$ cat src/hw/rtl/bfbp_pkg.sv
package bfbp_pkg;

   localparam int ENTRIES_DEF = 16;

   localparam int SIZE_W     = 32;
   localparam int REL_W      = 4;
   localparam int OUT_IDX_W  = 4;
   localparam int CSR_IDX_W  = 2;
   localparam int REQ_DATA_W = 40;
   localparam int RSP_DATA_W = 40;

   localparam logic [SIZE_W-1:0] MAX_BUFFER_SIZE_RST = 32'd65536;
   localparam logic [SIZE_W-1:0] MAX_SLACK_RST       = 32'd4096;

   localparam logic [CSR_IDX_W-1:0] CSR_POOL_ENABLED    = 2'd0;
   localparam logic [CSR_IDX_W-1:0] CSR_MAX_BUFFER_SIZE = 2'd1;
   localparam logic [CSR_IDX_W-1:0] CSR_MAX_SLACK       = 2'd2;

   typedef enum logic {
      REQ_ACQUIRE = 1'b0,
      REQ_RELEASE = 1'b1
   } req_kind_type;

   typedef enum logic [2:0] {
      STAT_FIT       = 3'd0,
      STAT_GROWN     = 3'd1,
      STAT_APPENDED  = 3'd2,
      STAT_REPLACED  = 3'd3,
      STAT_UNTRACKED = 3'd4,
      STAT_BYPASS    = 3'd5,
      STAT_RELEASED  = 3'd6,
      STAT_IGNORED   = 3'd7
   } status_type;

   typedef struct packed {
      logic clear;
      logic eval;
      logic busy;
   } scan_ctl_type;

   typedef struct packed {
      logic have_fit;
      logic have_small;
      logic have_large;
   } scan_flags_type;

endpackage

$ cat src/hw/rtl/bfbp_ram.sv
module bfbp_ram #(
   parameter int WIDTH = 32,
   parameter int DEPTH = 16
) (
   input  logic                                   clock,
   input  logic                                   wr_en,
   input  logic [(DEPTH > 1 ? $clog2(DEPTH) : 1)-1:0] wr_addr,
   input  logic [WIDTH-1:0]                       wr_data,
   input  logic [(DEPTH > 1 ? $clog2(DEPTH) : 1)-1:0] rd_addr,
   output logic [WIDTH-1:0]                       rd_data
);

   logic [WIDTH-1:0] mem [DEPTH];
   logic [WIDTH-1:0] rd_data_ff;

   always_ff @(posedge clock) begin
      if (wr_en) begin
         mem[wr_addr] <= wr_data;
      end
      rd_data_ff <= mem[rd_addr];
   end

   assign rd_data = rd_data_ff;

endmodule

$ cat src/hw/rtl/bfbp_scan.sv
module bfbp_scan #(
   parameter int IDX_W = 4
) (
   input  logic                        clock,
   input  logic                        reset,
   input  bfbp_pkg::scan_ctl_type      ctl,
   input  logic [bfbp_pkg::SIZE_W-1:0] entry_data,
   input  logic [IDX_W-1:0]            entry_idx,
   input  logic [bfbp_pkg::SIZE_W-1:0] req_size,
   input  logic [bfbp_pkg::SIZE_W-1:0] max_slack,
   output bfbp_pkg::scan_flags_type    flags,
   output logic [IDX_W-1:0]            fit_idx,
   output logic [bfbp_pkg::SIZE_W-1:0] fit_size,
   output logic [IDX_W-1:0]            small_idx,
   output logic [IDX_W-1:0]            large_idx
);

   bfbp_pkg::scan_flags_type    flags_ff, flags_in;
   logic [IDX_W-1:0]            fit_idx_ff, fit_idx_in;
   logic [IDX_W-1:0]            small_idx_ff, small_idx_in;
   logic [IDX_W-1:0]            large_idx_ff, large_idx_in;
   logic [bfbp_pkg::SIZE_W-1:0] fit_size_ff, fit_size_in;
   logic [bfbp_pkg::SIZE_W-1:0] small_size_ff, small_size_in;
   logic [bfbp_pkg::SIZE_W-1:0] diff;
   logic                        is_small;
   logic                        is_large;
   logic                        free_eval;

   always_comb begin
      free_eval     = ctl.eval && !ctl.busy;
      is_small      = entry_data < req_size;
      diff          = entry_data - req_size;
      is_large      = !is_small && (diff > max_slack);
      flags_in      = flags_ff;
      fit_idx_in    = fit_idx_ff;
      fit_size_in   = fit_size_ff;
      small_idx_in  = small_idx_ff;
      small_size_in = small_size_ff;
      large_idx_in  = large_idx_ff;
      if (ctl.clear) begin
         flags_in = '0;
      end else if (free_eval) begin
         if (is_small) begin
            if (!flags_ff.have_small || entry_data > small_size_ff) begin
               flags_in.have_small = 1'b1;
               small_idx_in        = entry_idx;
               small_size_in       = entry_data;
            end
         end else if (is_large) begin
            flags_in.have_large = 1'b1;
            large_idx_in        = entry_idx;
         end else if (!flags_ff.have_fit || entry_data < fit_size_ff) begin
            flags_in.have_fit = 1'b1;
            fit_idx_in        = entry_idx;
            fit_size_in       = entry_data;
         end
      end
   end

   always_ff @(posedge clock) begin
      if (reset) begin
         flags_ff <= '0;
      end else begin
         flags_ff <= flags_in;
      end
      fit_idx_ff    <= fit_idx_in;
      fit_size_ff   <= fit_size_in;
      small_idx_ff  <= small_idx_in;
      small_size_ff <= small_size_in;
      large_idx_ff  <= large_idx_in;
   end

   assign flags     = flags_ff;
   assign fit_idx   = fit_idx_ff;
   assign fit_size  = fit_size_ff;
   assign small_idx = small_idx_ff;
   assign large_idx = large_idx_ff;

endmodule

$ cat src/hw/rtl/best_fit_buffer_pool_top.sv
// Best-fit buffer pool allocator.
// Request channel (req_): one item per acquire or release. req_tuser is the kind
// (acquire or release), req_tdata carries the requested size and the release index.
// Response channel (rsp_): exactly one item per request. rsp_tuser is the status,
// rsp_tdata carries the granted entry index and the buffer size.
// Configuration channel (csr_): always ready, one register write per item.
// A release or a bypassed acquire skips the scan: its result is registered and then
// loaded into the output register. A pooled acquire scans the records one per cycle
// through the size memory read port and then picks its result in ST_DECIDE.
// One request is in flight at a time; req_tready is low from acceptance until the
// response is loaded into the output register. The next request is taken while
// that response still waits for rsp_tready.
// A stalled response holds rsp_tvalid and its payload; a finished request then
// waits until the output register frees up.
// Reset clears all busy marks and the record count, restores the register
// defaults (pool enabled, 65536 byte limit, 4096 byte slack) and drops any
// pending response.
module best_fit_buffer_pool_top #(
   parameter int ENTRIES = bfbp_pkg::ENTRIES_DEF
) (
   input  logic                            clock,
   input  logic                            reset,
   input  logic                            req_tvalid,
   output logic                            req_tready,
   input  logic [bfbp_pkg::REQ_DATA_W-1:0] req_tdata,   // req_size, release_index, pad
   input  logic                            req_tuser,   // req_type
   output logic                            rsp_tvalid,
   input  logic                            rsp_tready,
   output logic [bfbp_pkg::RSP_DATA_W-1:0] rsp_tdata,   // entry_index, buffer_size, pad
   output logic [2:0]                      rsp_tuser,   // status
   input  logic                            csr_valid,
   output logic                            csr_ready,
   input  logic [bfbp_pkg::CSR_IDX_W-1:0]  csr_index,
   input  logic [bfbp_pkg::SIZE_W-1:0]     csr_data
);

   localparam int IDX_W = (ENTRIES > 1) ? $clog2(ENTRIES) : 1;
   localparam int CNT_W = $clog2(ENTRIES + 1);
   localparam int SW    = bfbp_pkg::SIZE_W;

   typedef enum logic [1:0] {
      ST_IDLE,
      ST_SCAN,
      ST_DECIDE,
      ST_OUT
   } state_type;

   state_type                        state_ff, state_in;
   logic [SW-1:0]                    req_size_ff, req_size_in;
   logic [CNT_W-1:0]                 ptr_ff, ptr_in;
   logic                             ev_valid_ff, ev_valid_in;
   logic [IDX_W-1:0]                 ev_idx_ff, ev_idx_in;
   bfbp_pkg::status_type             res_status_ff, res_status_in;
   logic [bfbp_pkg::OUT_IDX_W-1:0]   res_idx_ff, res_idx_in;
   logic [SW-1:0]                    res_size_ff, res_size_in;
   logic                             rsp_valid_ff, rsp_valid_in;
   bfbp_pkg::status_type             rsp_status_ff, rsp_status_in;
   logic [bfbp_pkg::OUT_IDX_W-1:0]   rsp_idx_ff, rsp_idx_in;
   logic [SW-1:0]                    rsp_size_ff, rsp_size_in;
   logic [ENTRIES-1:0]               busy_ff, busy_in;
   logic [CNT_W-1:0]                 count_ff, count_in;
   logic                             pool_en_ff, pool_en_in;
   logic [SW-1:0]                    max_size_ff, max_size_in;
   logic [SW-1:0]                    max_slack_ff, max_slack_in;

   logic                             ram_we;
   logic [IDX_W-1:0]                 ram_waddr;
   logic [SW-1:0]                    ram_rdata;
   bfbp_pkg::scan_ctl_type           scan_ctl;
   bfbp_pkg::scan_flags_type         scan_flags;
   logic [IDX_W-1:0]                 fit_idx;
   logic [SW-1:0]                    fit_size;
   logic [IDX_W-1:0]                 small_idx;
   logic [IDX_W-1:0]                 large_idx;

   logic [SW-1:0]                    in_size;
   logic [bfbp_pkg::REL_W-1:0]       in_rel;
   logic                             rel_ok;
   logic                             issue;

   assign in_size = req_tdata[SW-1:0];
   assign in_rel  = req_tdata[SW+bfbp_pkg::REL_W-1:SW];
   assign rel_ok  = (32'(in_rel) < 32'(count_ff)) && busy_ff[IDX_W'(in_rel)];
   assign issue   = ptr_ff < count_ff;

   bfbp_ram #(
      .WIDTH (SW),
      .DEPTH (ENTRIES)
   ) u_size_ram (
      .clock   (clock),
      .wr_en   (ram_we),
      .wr_addr (ram_waddr),
      .wr_data (req_size_ff),
      .rd_addr (ptr_ff[IDX_W-1:0]),
      .rd_data (ram_rdata)
   );

   bfbp_scan #(
      .IDX_W (IDX_W)
   ) u_scan (
      .clock      (clock),
      .reset      (reset),
      .ctl        (scan_ctl),
      .entry_data (ram_rdata),
      .entry_idx  (ev_idx_ff),
      .req_size   (req_size_ff),
      .max_slack  (max_slack_ff),
      .flags      (scan_flags),
      .fit_idx    (fit_idx),
      .fit_size   (fit_size),
      .small_idx  (small_idx),
      .large_idx  (large_idx)
   );

   always_comb begin
      state_in      = state_ff;
      req_size_in   = req_size_ff;
      ptr_in        = ptr_ff;
      ev_valid_in   = 1'b0;
      ev_idx_in     = ev_idx_ff;
      res_status_in = res_status_ff;
      res_idx_in    = res_idx_ff;
      res_size_in   = res_size_ff;
      rsp_valid_in  = rsp_valid_ff && !rsp_tready;
      rsp_status_in = rsp_status_ff;
      rsp_idx_in    = rsp_idx_ff;
      rsp_size_in   = rsp_size_ff;
      busy_in       = busy_ff;
      count_in      = count_ff;
      pool_en_in    = pool_en_ff;
      max_size_in   = max_size_ff;
      max_slack_in  = max_slack_ff;
      ram_we        = 1'b0;
      ram_waddr     = '0;
      scan_ctl      = '0;
      scan_ctl.eval = ev_valid_ff;
      scan_ctl.busy = busy_ff[ev_idx_ff];

      if (csr_valid) begin
         case (csr_index)
            bfbp_pkg::CSR_POOL_ENABLED:    pool_en_in   = csr_data[0];
            bfbp_pkg::CSR_MAX_BUFFER_SIZE: max_size_in  = csr_data;
            bfbp_pkg::CSR_MAX_SLACK:       max_slack_in = csr_data;
            default: ;
         endcase
      end

      case (state_ff)
         ST_IDLE: begin
            if (req_tvalid) begin
               req_size_in    = in_size;
               ptr_in         = '0;
               scan_ctl.clear = 1'b1;
               state_in       = ST_OUT;
               if (req_tuser == bfbp_pkg::REQ_RELEASE) begin
                  res_size_in = '0;
                  if (rel_ok) begin
                     busy_in[IDX_W'(in_rel)] = 1'b0;
                     res_status_in           = bfbp_pkg::STAT_RELEASED;
                     res_idx_in              = in_rel;
                  end else begin
                     res_status_in = bfbp_pkg::STAT_IGNORED;
                     res_idx_in    = '0;
                  end
               end else if (!pool_en_ff || in_size > max_size_ff) begin
                  res_status_in = bfbp_pkg::STAT_BYPASS;
                  res_idx_in    = '0;
                  res_size_in   = in_size;
               end else begin
                  state_in = ST_SCAN;
               end
            end
         end
         ST_SCAN: begin
            ev_valid_in = issue;
            ev_idx_in   = ptr_ff[IDX_W-1:0];
            if (issue) begin
               ptr_in = ptr_ff + CNT_W'(1);
            end else if (!ev_valid_ff) begin
               state_in = ST_DECIDE;
            end
         end
         ST_DECIDE: begin
            state_in    = ST_OUT;
            res_size_in = req_size_ff;
            if (scan_flags.have_fit) begin
               busy_in[fit_idx] = 1'b1;
               res_status_in    = bfbp_pkg::STAT_FIT;
               res_idx_in       = bfbp_pkg::OUT_IDX_W'(fit_idx);
               res_size_in      = fit_size;
            end else if (scan_flags.have_small) begin
               busy_in[small_idx] = 1'b1;
               ram_we             = 1'b1;
               ram_waddr          = small_idx;
               res_status_in      = bfbp_pkg::STAT_GROWN;
               res_idx_in         = bfbp_pkg::OUT_IDX_W'(small_idx);
            end else if (count_ff < CNT_W'(ENTRIES)) begin
               busy_in[count_ff[IDX_W-1:0]] = 1'b1;
               ram_we                       = 1'b1;
               ram_waddr                    = count_ff[IDX_W-1:0];
               count_in                     = count_ff + CNT_W'(1);
               res_status_in                = bfbp_pkg::STAT_APPENDED;
               res_idx_in                   = bfbp_pkg::OUT_IDX_W'(count_ff);
            end else if (scan_flags.have_large) begin
               busy_in[large_idx] = 1'b1;
               ram_we             = 1'b1;
               ram_waddr          = large_idx;
               res_status_in      = bfbp_pkg::STAT_REPLACED;
               res_idx_in         = bfbp_pkg::OUT_IDX_W'(large_idx);
            end else begin
               res_status_in = bfbp_pkg::STAT_UNTRACKED;
               res_idx_in    = '0;
            end
         end
         ST_OUT: begin
            if (!rsp_valid_ff || rsp_tready) begin
               rsp_valid_in  = 1'b1;
               rsp_status_in = res_status_ff;
               rsp_idx_in    = res_idx_ff;
               rsp_size_in   = res_size_ff;
               state_in      = ST_IDLE;
            end
         end
         default: begin
            state_in = ST_IDLE;
         end
      endcase
   end

   always_ff @(posedge clock) begin
      if (reset) begin
         state_ff     <= ST_IDLE;
         ev_valid_ff  <= 1'b0;
         rsp_valid_ff <= 1'b0;
         busy_ff      <= '0;
         count_ff     <= '0;
         pool_en_ff   <= 1'b1;
         max_size_ff  <= bfbp_pkg::MAX_BUFFER_SIZE_RST;
         max_slack_ff <= bfbp_pkg::MAX_SLACK_RST;
      end else begin
         state_ff     <= state_in;
         ev_valid_ff  <= ev_valid_in;
         rsp_valid_ff <= rsp_valid_in;
         busy_ff      <= busy_in;
         count_ff     <= count_in;
         pool_en_ff   <= pool_en_in;
         max_size_ff  <= max_size_in;
         max_slack_ff <= max_slack_in;
      end
      req_size_ff   <= req_size_in;
      ptr_ff        <= ptr_in;
      ev_idx_ff     <= ev_idx_in;
      res_status_ff <= res_status_in;
      res_idx_ff    <= res_idx_in;
      res_size_ff   <= res_size_in;
      rsp_status_ff <= rsp_status_in;
      rsp_idx_ff    <= rsp_idx_in;
      rsp_size_ff   <= rsp_size_in;
   end

   assign req_tready = (state_ff == ST_IDLE);
   assign csr_ready  = 1'b1;
   assign rsp_tvalid = rsp_valid_ff;
   assign rsp_tuser  = rsp_status_ff;
   assign rsp_tdata  = {(bfbp_pkg::RSP_DATA_W - SW - bfbp_pkg::OUT_IDX_W)'(0),
                        rsp_size_ff, rsp_idx_ff};

endmodule

$ cat config.mk
export PLATFORM = sky130hd
export DESIGN_NAME = best_fit_buffer_pool_top
export DESIGN_NICKNAME = d
export VERILOG_FILES = /design/src/hw/rtl/bfbp_pkg.sv /design/src/hw/rtl/bfbp_ram.sv /design/src/hw/rtl/bfbp_scan.sv /design/src/hw/rtl/best_fit_buffer_pool_top.sv
export SDC_FILE = /design/constraint.sdc
export NUM_CORES = 1
export LEC_CHECK = 0
export BUFFER_PORTS_ARGS = -buffer_cell sky130_fd_sc_hd__buf_2
export CAP_MARGIN = 15
export CORE_MARGIN = 1.5
export CORE_UTILIZATION = 39
export DETAILED_ROUTE_END_ITERATION = 10
export PLACE_DENSITY = 0.6
export SYNTH_ARGS = -nofsm -noshare
export SYNTH_HDL_FRONTEND = slang
export SYNTH_SLANG_ARGS = --single-unit
export TNS_END_PERCENT = 50
$ cat constraint.sdc
create_clock -name clock -period 8.3 [get_ports clock]
set_input_delay 0.83 -clock clock [delete_from_list [all_inputs] [get_ports clock]]
set_output_delay 0.83 -clock clock [all_outputs]
set_load 0.1 [all_outputs]
# Word-level counts from Yosys, hierarchy flattened
# Memories as Yosys holds them, arrays and structs flattened. A register that Yosys moved wholly into a read port is not among the register bits.
# Cells that the tools add are included.
totals:
  mem_bits_ro: 0
  register_bits: 288
  wordCells: 184
  memories: 1
  latch_bits: 0
  inputBits: 80
  mem_bits_rw: 512
classes:
  multipliers: 0
  reduce_logical: 42
  eq_ne: 14
  addsub: 3
  n_mux: 68
  n_div: 0
  bitwise: 12
  order_cmp: 19
  shifts: 0
mem_list:
  columns: ["memory", "depth", "width", "read_ports", "rd_clocked_by_memory_dff", "write_ports", "line_no", "source"]
  rows:
  - ["u_size_ram.mem", 16, 32, 1, 1, 1, "bfbp_ram.sv:13", "logic [WIDTH-1:0] mem [DEPTH];"]
ops:
  columns: ["operator", "n"]
  rows:
  - ["$mux W32", 4]
  - ["$mux W16", 7]
  - ["$gt A32 B32 Y1", 3]
  - ["$lt A32 B32 Y1", 2]
  - ["$or A16 B16 Y16", 4]
  - ["$pmux W32 S2", 1]
  - ["$mux W4", 10]
  - ["$pmux W16 S2", 1]
  - ["$sub A32 B32 Y32", 1]
  - ["$lt A4 B5 Y1 const B", 6]
  - ["$mux W3", 7]
  - ["$demux W1 S4", 5]
  - ["$ge A4 B1 Y1 const B", 5]
  - ["$reduce_and A4 Y1", 5]
  - ["$mux W1", 19]
  - ["$and A16 B16 Y16", 1]
  - ["$not A16 Y16", 1]
  - ["$mux W2", 6]
  - ["$reduce_and A3 Y1", 4]
  - ["$add A5 B1 Y5 const B", 2]
  - ["$mux W5", 2]
  - ["$ne A2 B2 Y1 const B", 5]
  - ["$pmux W5 S2", 1]
  - ["$reduce_and A2 Y1", 5]
  - ["20 further kinds", 51]

# Logic depth before layout (Yosys ltp)
logic_depth:
  word_depth: 10
  depth_mapped: 21
  depth_no_buf: 21

# Hierarchy
# A second synthesis with hierarchy kept.
hier_totals:
  hier_cells: 2476
  hier_area_um2: 36382.4
modules_own_cells:
  columns: ["mod", "cells_each", "area_per_inst_um2", "seq_area_each_um2", "instances"]
  rows:
  - ["bfbp_ram", 838, 19835.3, 16015.4, 1]
  - ["best_fit_buffer_pool_top", 941, 9835.7, 5375.2, 1]
  - ["bfbp_scan", 697, 6711.4, 2342.2, 1]

# Least setup slack after synthesis
# Ideal clock, no wire load.
synth_path:
  kind: "reg-to-reg"
  start: "register req_size_ff[1]"
  end: "register u_scan.fit_idx_ff[0], in the netlist u_scan.fit_idx[0] (enable)"
  path_buffers: 0
  stages_incl_launch_ff: 22
  slack_ns: 0.329
  setup_ns: 0.519
  t_arrival_ns: 7.452
  cell_sequence: "edfxtp_1 -> inv_1 -> ha_1 -> nor2b_1 -> o31a_1 -> o311a_1 -> nor2_1 -> o221ai_1 -> a21oi_1 -> o21bai_1 -> a21oi_1 -> xnor2_1 -> ha_1 -> a21o_1 -> a21o_1 -> a21o_1 -> a21o_1 -> a21oi_1 -> o21ai_0 -> a211oi_1 -> a21oi_1 -> nor4_1"
synth_via:
  elab_chain_len: 5
  word_cells_on_any_way: 8
  cone_classes: "1 x add/sub; 2 x order compare; 2 x bitwise; 3 x reduce/logical"
synth_lines:
  columns: ["item", "line_no", "source"]
  rows:
  - ["start, declared", "best_fit_buffer_pool_top.sv:49", "logic [SW-1:0] req_size_ff, req_size_in;"]
  - ["start signal, assigned", "best_fit_buffer_pool_top.sv:250", "req_size_ff <= req_size_in;"]
  - ["$sub A32 B32 Y32 or $lt A32 B32 Y1 (tied branches)", "bfbp_scan.sv:32, bfbp_scan.sv:31", null]
  - ["$gt A32 B32 Y1 or $logic_not A1 Y1 (tied branches)", "bfbp_scan.sv:33", "is_large = !is_small && (diff > max_slack);"]
  - ["$logic_and A1 B1 Y1", "bfbp_scan.sv:33", null]
  - ["$not A1 Y1 (no source line)", null, null]
  - ["$reduce_and A5 Y1 (no source line) *", null, null]
  - ["end signal, assigned", "bfbp_scan.sv:66", "fit_idx_ff <= fit_idx_in;"]
  - ["end, declared", "bfbp_scan.sv:19", "logic [IDX_W-1:0] fit_idx_ff, fit_idx_in;"]
# Mark *: on every way between the ends. The rest lies on a longest branch, timed or not.
# A chain may end at the register's enable or synchronous reset.

# Worst setup path in the final report
layout_path:
  start: "register req_size_ff[1]"
  end: "register u_scan.fit_size_ff (netlist bit u_scan.fit_size[13]) (enable)"
layout_via:
  elab_chain_len: 5
  word_cells_on_any_way: 8
  cone_classes: "1 x add/sub; 2 x order compare; 2 x bitwise; 3 x reduce/logical"
layout_lines:
  columns: ["item", "line_no", "source"]
  rows:
  - ["$sub A32 B32 Y32 or $lt A32 B32 Y1 (tied branches)", "bfbp_scan.sv:32, bfbp_scan.sv:31", null]
  - ["$gt A32 B32 Y1 or $logic_not A1 Y1 (tied branches)", "bfbp_scan.sv:33", null]
  - ["$logic_and A1 B1 Y1", "bfbp_scan.sv:33", null]
  - ["$not A1 Y1 (no source line)", null, null]
  - ["$reduce_and A5 Y1 (no source line) *", null, null]
  - ["end signal, assigned", "bfbp_scan.sv:67", "fit_size_ff <= fit_size_in;"]
  - ["end, declared", "bfbp_scan.sv:22", "logic [bfbp_pkg::SIZE_W-1:0] fit_size_ff, fit_size_in;"]
# Marks and branches as above.

==> summary.txt <==
Run status
  – Status: completed

Pwr
  – Cell Int Power: 9.38 mW
  – Worst VDD drop: 0.231 mV
  – Gate power share: 30.4%
  – Pwr per Cell Area: 336 nW/um^2
  – Sequential power share: 40.4%
  – Clock share of power: 29.2%
  – NetSw: 4.55 mW
  – Sw frac: 32.7%
  – Leakage: 14.3 nW

Clock tree
  – CTS clk-pin slew, worst paths: 0.06 ns
  – H-tree levels: 3
  – Clk_lat worst skew: 0.66 ns
  – CTS tree: built
  – Setup Buffers After CTS: 0
  – Hold buffers post-CTS: 0
  – CTS resizes: 0
  – Clk sinks: 832
  – Max clock buf depth: 3
  – Num CTS Buffers: 84
  – Clock root buffer: clkbuf_16

Setup path
  – R2R cell count: 22
  – CP cell instances: inv_1 -> ha_1 -> nor2b_1 -> o31a_1 -> o311a_1 -> nor2_1 -> o221ai_1 -> a21oi_1 -> o21bai_1 -> a21oi_1 -> xnor2_1 -> ha_1 -> a21o_1 -> a21o_1 -> a21o_1 -> a21o_1 -> a21oi_1 -> o21ai_0 -> a211oi_1 -> a21oi_1 -> nor4_2 -> buf_4
  – Critical Path Fanout Max: 32
  – Crit path depth: 22
  – R2R Path End: u_scan.fit_size[13]$_DFFE_PP_
  – Setup Crit Path Kind: reg -> reg
  – Worst path slowest cell: edfxtp_1
  – R2R Setup Slk: 1.98 ns
  – Reg2reg start: req_size_ff[1]$_DFFE_PP_
  – Slowest Stage Delay on Critical Path: 0.79 ns
  – Critical Path End Type: flop
  – Worst EP arrival: 6.61 ns
  – Worst Path Buf+Inv: 2
  – Critical Path RT: 8.58 ns
  – Setup crit start: req_size_ff[1]$_DFFE_PP_
  – CP delay by family, top: compound AO/OA/AOI/OAI gates
  – Startpoint Class: flop

Die
  – # rows: 111
  – Die X: 308 um
  – Initial cell density of the core: 39.4%
  – Core box area: 91800 um^2
  – DIE AREA: 94600 um^2
  – Io pins: 126
  – Die extent in y: 308 um

STA
  – Slew HR: 26.1%
  – RSZ-0062 raised after global routing: false
  – Tmin final: 6.32 ns
  – Worst Skew: 0.0400 ns
  – Worst Hold Slack: 0.407 ns
  – Final setup viols: 0
  – Final worst-path cycle share: 76.2%
  – Slew @ Worst Pin: 1.10 ns
  – Hold Fails Final Rpt: 0
  – TNS Setup: 0 ns
  – Slew Viols, Final: 0
  – Fmax: 0.158 GHz

Detailed routing
  – Wl on met1: 38800 um
  – Drt wl/cell: 23.1 um
  – Post-Route WL: 89100 um
  – DR DRC count: 0
  – Initial drt markers: 1702
  – Post-DR vias/cell: 5.44
  – Routed vias: 21000
  – Met3 Wirelength: 4800 um
  – Routed met2 length: 43400 um
  – DR top layer: met4
  – Antenna viol nets, final: 0
  – Pre-antenna DRT Iters: 8

Run
  – Max cap viols: 0

Placed design
  – Inst Count DP: 3704
  – PortBufs: 116
  – Hpwl dp: 56000 um
  – Final Wtd Congestion: 0.903
  – Dpl cell area: 38400 um^2

Hold path
  – Hold Crit Start: req_tdata[0]
  – Hold path endpoint: req_size_ff[0]$_DFFE_PP_
  – Hold crit path type: in -> reg
  – WHS Path Cells: 1

Yosys
  – Syn avg cell area: 15.1 um^2
  – Cell variety after synth: 72
  – Yosys Warn Count: 0
  – Sequential element share of the synthesized area: 65.6%
  – Number of synthesized flops with an enable pin: 707
  – Post-synth ARST share: 0%
  – Post-Synthesis Cells: 2400
  – Number of synthesized register bits: 832
  – Main synth FF type: edfxtp_1
  – Netlist Area Pre-Place: 36200 um^2

Layout
  – Post-route cell area: 41400 um^2
  – Final net count: 2803
  – Area Overhead vs Synth: 14.4%
  – Layout cells sized above 1: 19.2%
  – Final std cells w/o fill: 3863

GRT
  – Largest net degree at the start of global routing: 133
  – Vias in the first global route: 21400
  – Initial antenna violation count: 1
  – Remaining global-route overflow: 0
  – First-pass GRT wire length: 133000 um
  – GR Util All Layers: 18.8%
[area by class of cell]
| class | count | area, um^2 |
|---|---|---|
| antenna | 1 | 2.50 |
| clock buffer | 104 | 2300 |
| fill | 7990 | 50400 |
| inverter | 201 | 754 |
| timing repair buffer | 154 | 891 |
| clock inverter | 54 | 734 |
| tap | 1243 | 1560 |
| sequential | 832 | 23700 |
| multi-input combinational | 1274 | 11400 |
[synthesized netlist by cell type, types with 26 or more instances]
library cell	count	area share, %
mux2i_1	33	0.91
dfxtp_1	125	6.9
nand4_1	26	0.45
a21oi_1	141	2.0
inv_1	199	2.1
edfxtp_1	707	59
ha_1	175	6.1
nor2_1	91	0.94
nand3_1	26	0.36
o21ai_0	84	1.2
nand2_1	200	2.1
clkbuf_1	60	0.62
mux4_2	165	10
a21o_1	52	1.1
[placed cells by master (no fill, tap or decap), drive strengths merged, types with 13 or more instances in the layout]
master and count:
nor2 91, nand4 26, ha 175, a21o 52, o21ai 89, nand2 200
a21oi 142, mux2i 33, dfxtp 125, clkbuf 104, buf 154, nor2b 21
nor3 19, mux4 169, o22ai 23, nand3 26, edfxtp 707, o21a 13
nand2b 15, clkinv 30, inv 205, xnor2 24
[worst register-to-register path, stage by stage, from the launching register on]
cell and delay [ns]:
edfxtp_1 0.79, inv_1 0.10, ha_1 0.30, nor2b_1 0.14
o31a_1 0.29, o311a_1 0.33, nor2_1 0.22, o221ai_1 0.15
a21oi_1 0.34, o21bai_1 0.11, a21oi_1 0.20, xnor2_1 0.15
ha_1 0.27, a21o_1 0.16, a21o_1 0.17, a21o_1 0.17
a21o_1 0.17, a21oi_1 0.16, o21ai_0 0.12, a211oi_1 0.32
a21oi_1 0.15, nor4_2 0.55, buf_4 0.54
[power groups by stage]
stage / Sequential [mW] / Combinational, mW / Clock, mW
after global routing: 5.67 / 4.63 / 4.31
after detailed placement: 5.71 / 4.25 / 0
after global placement: 5.68 / 4.15 / 0
final: 5.62 / 4.24 / 4.06
after floorplan: 5.68 / 2.98 / 0
after CTS: 5.62 / 4.27 / 4.14
[through the flow]
stage	total power, mW	util (%)	setup WS, ns
after floorplan	8.66	-	0.329
after global routing	14.6	45.1	1.64
after global placement	9.83	41.8	2.16
after detailed placement	9.96	41.8	2.09
final	13.9	45.1	1.98
after CTS	14.0	45.1	2.06
[sequential cells by signal, indices dropped and copies added, names as in the netlist, 2 cells and up]
signal and cells:
busy_ff 16, count_ff 5, ev_idx_ff 4, max_size_ff 32
max_slack_ff 32, ptr_ff 5, req_size_ff 32, res_idx_ff 4
res_size_ff 32, res_status_ff 3, rsp_idx_ff 4, rsp_size_ff 32
rsp_tuser 3, state_ff 2, u_scan.fit_idx 4, u_scan.fit_size 32
u_scan.flags 3, u_scan.large_idx 4, u_scan.small_idx 4, u_scan.small_size_ff 32
u_size_ram.mem 512, u_size_ram.rd_data 32
[cell families after synthesis]
| family | Yosys count | synth area share [%] |
|---|---|---|
| buf+inv | 297 | 3.27 |
| mux | 204 | 11.5 |
| fa+ha+maj | 176 | 6.11 |
| compound gates | 412 | 7.07 |
| flops | 832 | 65.6 |
| other cells | 2 | 0.0208 |
| xor+xnor | 28 | 0.678 |
| simple gates | 449 | 5.73 |
[how the worst max path moves through the flow]
stage / end
2_1_floorplan: u_scan.fit_idx[0]$_DFFE_PP_
3_3_place_gp: u_scan.fit_size[3]$_DFFE_PP_
3_5_place_dp: u_scan.fit_size[3]$_DFFE_PP_
4_1_cts: u_scan.fit_size[27]$_DFFE_PP_
5_1_grt: u_scan.fit_size[10]$_DFFE_PP_
6_report: u_scan.fit_size[13]$_DFFE_PP_
[layer usage]
metal	vias up	track usage (%)
met3	132	2.53
met5	-	0
met1	10800	25.5
met2	666	31.4
met4	0	5.76
li1	9451	-
Power figures use the tool's default switching activity.
